### config.mk
export PLATFORM = sky130hd
export DESIGN_NAME = ldg_divider
export DESIGN_NICKNAME = d
export VERILOG_FILES = /design/src/rtl/ldg_pkg.sv /design/src/rtl/ldg_divider.sv
export SDC_FILE = /design/constraint.sdc
export NUM_CORES = 1
export LEC_CHECK = 0
export BUFFER_PORTS_ARGS = -buffer_cell sky130_fd_sc_hd__buf_2
export CAP_MARGIN = 30
export CORE_MARGIN = 5
export CORE_UTILIZATION = 49
export CTS_CLUSTER_SIZE = 40
export DETAILED_ROUTE_END_ITERATION = 6
export PLACE_DENSITY = 0.85
export REMOVE_ABC_BUFFERS = 1
export SETUP_SLACK_MARGIN = 0.3
export SLEW_MARGIN = 20
export SYNTH_ARGS = -nofsm -noshare
export SYNTH_HDL_FRONTEND = slang
export SYNTH_SLANG_ARGS = --single-unit
export TNS_END_PERCENT = 50
### constraint.sdc
create_clock -name clk -period 3.04 [get_ports clk]
set_input_delay 0.304 -clock clk [delete_from_list [all_inputs] [get_ports clk]]
set_output_delay 0.304 -clock clk [all_outputs]
set_load 0.02 [all_outputs]
### src/rtl/ldg_pkg.sv
// Types, constants and functions of the load based frequency governor.
`default_nettype none
package ldg_pkg;
    localparam int NUM_CPUS = 2;
    localparam int CPU_W = (NUM_CPUS > 1) ? $clog2(NUM_CPUS) : 1;
    localparam int HIST_LEN = 10;
    localparam logic [21:0] FREQ_MAX = 22'h3FFFFF;
    localparam logic [21:0] MAX_FREQ_RESET = 22'd1200000;
    localparam logic [6:0] TARGET_LOAD_RESET = 7'd90;
    localparam logic CFG_MAX_FREQ = 1'b0;
    localparam logic CFG_TARGET_LOAD = 1'b1;
    // Reciprocals of 100: the first is exact with a shift of 19 for sums up to 43690,
    // the second with a shift of 36 for products below 2^30.
    localparam logic [12:0] DIV100_MUL_SUM = 13'd5243;
    localparam logic [29:0] DIV100_MUL_FREQ = 30'd687194768;

    typedef enum logic [1:0]
    {
        DEC_GO_MAX = 2'd0,
        DEC_STEP_UP = 2'd1,
        DEC_HOLD = 2'd2,
        DEC_LOWER = 2'd3
    } decision_t;

    typedef struct packed
    {
        logic        action;
        logic [3:0]  cpu_number;
        logic        last_cpu;
        logic [31:0] total_ticks;
        logic [31:0] idle_ticks;
        logic [21:0] current_frequency_khz;
    } in_item_t;

    typedef struct packed
    {
        logic        change_request;
        logic [21:0] target_frequency_khz;
        logic [1:0]  decision;
        logic [6:0]  peak_load;
    } out_item_t;

    typedef struct packed
    {
        logic        start;
        logic [63:0] dividend;
        logic [31:0] divisor;
    } div_req_t;

    typedef enum logic [3:0]
    {
        ST_IDLE,
        ST_READ,
        ST_LOAD,
        ST_LDIV,
        ST_PEAK,
        ST_HIST,
        ST_SCALE,
        ST_MUL,
        ST_RECIP,
        ST_TSTART,
        ST_TDIV,
        ST_DONE,
        ST_OUT
    } state_t;

    function automatic logic [4:0] weight(input logic [3:0] i);
        logic [4:0] w;
        case (i)
            4'd0: w = 5'd25;
            4'd1: w = 5'd20;
            4'd2: w = 5'd15;
            4'd3: w = 5'd10;
            default: w = 5'd5;
        endcase
        return w;
    endfunction
endpackage
`default_nettype wire

### src/rtl/ldg_divider.sv
// Restoring divider producing one quotient bit per cycle.
`default_nettype none
module ldg_divider
(
    input  wire logic            clk,
    input  wire logic            rst_n,
    input  wire ldg_pkg::div_req_t req,
    output logic                 busy,
    output logic [63:0]          quotient
);
    import ldg_pkg::*;
    logic [63:0] q_reg, q_next;
    logic [32:0] r_reg, r_next;
    logic [31:0] d_reg, d_next;
    logic [6:0]  cnt_reg, cnt_next;
    logic [32:0] trial;

    always_comb
    begin
        q_next = q_reg;
        r_next = r_reg;
        d_next = d_reg;
        cnt_next = cnt_reg;
        trial = '0;
        if (req.start)
        begin
            q_next = req.dividend;
            r_next = '0;
            d_next = req.divisor;
            cnt_next = 7'd64;
        end
        else if (cnt_reg != 7'd0)
        begin
            trial = {r_reg[31:0], q_reg[63]};
            if (trial >= {1'b0, d_reg})
            begin
                r_next = trial - {1'b0, d_reg};
                q_next = {q_reg[62:0], 1'b1};
            end
            else
            begin
                r_next = trial;
                q_next = {q_reg[62:0], 1'b0};
            end
            cnt_next = cnt_reg - 7'd1;
        end
    end

    always_ff @(posedge clk or negedge rst_n)
    begin
        if (!rst_n)
        begin
            cnt_reg <= '0;
        end
        else
        begin
            cnt_reg <= cnt_next;
        end
    end

    always_ff @(posedge clk)
    begin
        q_reg <= q_next;
        r_reg <= r_next;
        d_reg <= d_next;
    end

    assign busy = (cnt_reg != 7'd0) || req.start;
    assign quotient = q_reg;
endmodule
`default_nettype wire

==> metrics list <==
- Sum of buffers and inverters on the critical path: 3
- The die covers between 15000 and 20000 um2.
- The first detailed-routing pass took 5 iterations.
* Final #Nets: approximately 1000
- Arrival @ worst endpoint: 3.07 ns
- Antenna violations before repair: 2
- Relative to the synthesized area, the layout overhead comes to 35.8%.
- TritonCTS built the clock tree.
- Clock skew on the completed layout was measured at around 0.01 ns.
* Total global routing track utilization: 0.228
- Max-cap violations in this run came to 0.
* Cell area after technology mapping: roughly 7200 um2
- Result of the run: completed
- Setup Slack @ Placement: about 0.064 ns
- Count of warnings emitted by yosys: 0
- In the layout the commonest cells are buf_2 (162), edfxtp_1 (96), mux2_2 (63).
- In this run, CTS created clock tree buffers numbering 17.
- The library cell used most frequently in the layout, excluding fill and tap cells, is buf_2.
- For this run, the top clock speed supported by timing is 0.358 GHz.
* Worst-case hold slack: approximately 0.048 ns
- Die Span Y: between 100 and 150 um
- Area of the multi-input gates: around 3600 um2
* Number of sinks driven by the clock tree: around 140
* Lkg Pwr: about 4.2 nW
- Counting I/O delays and the setup requirement, the final critical path takes 2.79 ns.
* Post-DP HPWL: roughly 13 mm
- STA classifies the critical path startpoint as a flip-flop.
- In the finished design, the share of the clock period the worst path needs comes to 0.918.
- Family with the most delay on the worst path: compound AO/OA/AOI/OAI gates
- In this run the core area contains 44 standard-cell rows.
* Number of synthesized flops with an enable pin: 96
* Worst hold-check path type: input port to flip-flop
- Largest net degree at the start of global routing: 55
- Among all flip-flop cells after synthesis, the most frequent one is edfxtp_1.
* Final hold violation count: 0
* Category of the critical setup timing path: flip-flop to flip-flop
* Final number of max-transition violations: 0
* Via count of the routed design: 6126
- Power Density: around 950 nW/um2
* Die boundary width: 131 um
* Count of pins on the block boundary: 164
- The filler cells instantiated in the layout total roughly 1000.
* Share of cells above drive strength 1: 0.436
* Delay of the slowest critical-path stage: ~0.36 ns
* Number of endpoints failing setup at the final stage: 0
- Setup total negative slack on the finished layout was measured at 0 ns.
- Total number of H-tree levels: 4
- On the critical path, the stage with the largest delay is an instance of edfxtp_1.
* Type of element capturing the critical path: flip-flop
- Clk root buf: clkbuf_16
- DR iter-0 viols: 504
* Later-pin clock latency in the skew report: ~0.43 ns
* Via count of the first global-routing pass: roughly 6100
- Area inside the core boundary: roughly 14000 um2
- The first global-routing pass estimated roughly 30 mm of wire.
- The count of nets left with antenna violations once routing finished came out at 0.
- Worst-margin pin slew: 1.07 ns
* Via count normalized by instance count: around 6
- The clock passes through at most 2 buffers.
- In the final layout, flip-flops and latches occupy about 3700 um2.
- The final layout contains routed wiring with a total length of 20.8 mm.
- Setup repair after global routing could not meet its margin everywhere.
- Final GP Congestion: 0.891
* Flip-flop count of the largest register after layout: 64
- Crit-path max FO: 8
- Ordered list of cells on the worst path: inv_1 > ha_1 > o21ai_1 > nor2_1 > or3_4 > o31ai_4 > o221ai_4 > a21oi_4 > buf_6 > buf_12 > a211oi_2 > a211oi_1 > nor3_1
- Max IR drop VDD: between 0.0005 and 0.0006 V
- Worst slew margin: 0.285
- Clock transition at path regs: around 0.060 ns
- Buffers on Ports: 163
* Cells after synthesis: 648
* Post-Synthesis Mean Instance Area: approximately 11 um2
- Wire length per cell: roughly 20 um
- Total congestion overflow: 0
- The synthesized design contains around 140 register bits.
- Number of distinct library cell variants in the gate-level netlist after synthesis: between 50 and 60
- Post-detailed-route DRC marker count: 0
- At the worst endpoint, the required time is roughly 3.3 ns.
- Final worst slack: roughly 0.25 ns
* Part of the Yosys area used for sequential elements: 0.515
- The initial utilization of the core area, before any placement, comes to 0.496.
- Async set-or-reset flop fraction in the synthesized netlist: 0.0519
layer usage:
layer / wire length, um / vias up / track usage
met5: 13 / - / 0
li1: - / 2791 / -
met2: 10200 / 331 / 0.373
met4: 758 / 2 / 0.0768
met1: 7750 / 2926 / 0.268
met3: 2130 / 76 / 0.101
power breakdown:
part	internal (mW)	switching (mW)	leakage [nW]
sequential	2.45	0.332	1.34
combinational	1.96	2.32	2.52
clock	1.40	0.850	0.314
cells in the mapped netlist, types with 2 or more instances:
master / n / area, um2
or2_2: 2 / 12.5
a32oi_1: 3 / 26.3
a22o_1: 6 / 52.6
ha_1: 33 / 413
mux2_2: 63 / 709
a21o_1: 9 / 67.6
xor2_1: 14 / 123
a31oi_1: 6 / 37.5
nand2_1: 30 / 113
nand3_1: 7 / 35.0
o21bai_1: 5 / 37.5
nor3_1: 22 / 110
nor2b_1: 8 / 50.1
a21boi_0: 2 / 15.0
a21oi_1: 36 / 180
or4_1: 2 / 15.0
clkbuf_1: 24 / 90.1
a211oi_1: 27 / 203
dfrtp_1: 7 / 175
buf_4: 2 / 15.0
mux2i_1: 5 / 50.1
buf_2: 3 / 15.0
nand4_1: 7 / 43.8
o31a_1: 2 / 17.5
inv_1: 44 / 165
o211ai_1: 3 / 22.5
nand2b_1: 8 / 50.1
xnor2_1: 14 / 123
nor4_1: 2 / 12.5
nor2_1: 57 / 214
dfxtp_1: 32 / 641
a41oi_1: 2 / 17.5
o21a_1: 4 / 30.0
and2_1: 3 / 18.8
o21ai_0: 36 / 180
edfxtp_1: 96 / 2880
and3_1: 3 / 18.8
stage by stage:
stage | utilization | power, mW | instances | instance area, um2
2_1_floorplan | - | 4.88 | 617 | 7050
3_3_place_gp | 0.572 | 5.74 | 981 | 8280
3_5_place_dp | 0.572 | 5.82 | 981 | 8280
4_1_cts | 0.645 | 8.64 | 1031 | 9340
5_1_grt | 0.673 | 9.78 | 1041 | 9750
6_report | 0.674 | 9.31 | 1042 | 9750
repair_timing:
| item | 4_1_cts | 5_1_grt |
|---|---|---|
| setup endpoints to repair | 34 | 34 |
| gates cloned | 5 | 1 |
| gates resized for setup | 37 | 80 |
| buffers inserted | 12 | 9 |
| pin swaps | 12 | 29 |
| endpoints found under the hold margin | 7 | 0 |
| hold buffers | 1 | 0 |
kinds of logic after synthesis:
| logic type | after synthesis | synth area share |
|---|---|---|
| multiplexers | 68 | 0.106 |
| XOR/XNOR | 28 | 0.0342 |
| buffers and inverters | 75 | 0.0418 |
| flip-flops | 135 | 0.515 |
| AO/OA/AOI/OAI | 153 | 0.142 |
| adder cells (fa/ha/maj) | 34 | 0.0603 |
| AND/OR/NAND/NOR | 155 | 0.101 |
worst paths after layout:
check,startpoint,endpoint,slack [ns],cells past startpoint
max,d_reg[8]$_DFFE_PP_,r_reg[4]$_SDFFE_PP0P_,0.25,13
min,req[10],d_reg[10]$_DFFE_PP_,0.05,1
max reg2reg,d_reg[8]$_DFFE_PP_,r_reg[4]$_SDFFE_PP0P_,0.25,13
min reg2reg,cnt_reg[6]$_DFFE_PN0P_,cnt_reg[6]$_DFFE_PN0P_,0.51,1
max in group asynchronous,rst_n,cnt_reg[3]$_DFFE_PN0P_,2.62,2
min in group asynchronous,rst_n,cnt_reg[6]$_DFFE_PN0P_,0.26,2
area by class of cell:
| type | count | share of cell area |
|---|---|---|
| multi-input combinational | 438 | 0.371 |
| timing repair buffer | 208 | 0.143 |
| antenna | 1 | 0.000257 |
| inverter | 44 | 0.0174 |
| clock inverter | 14 | 0.0218 |
| clock buffer | 18 | 0.0440 |
| sequential | 135 | 0.379 |
| tap | 184 | 0.0236 |
Note: power is estimated with default switching activity, not from simulation.
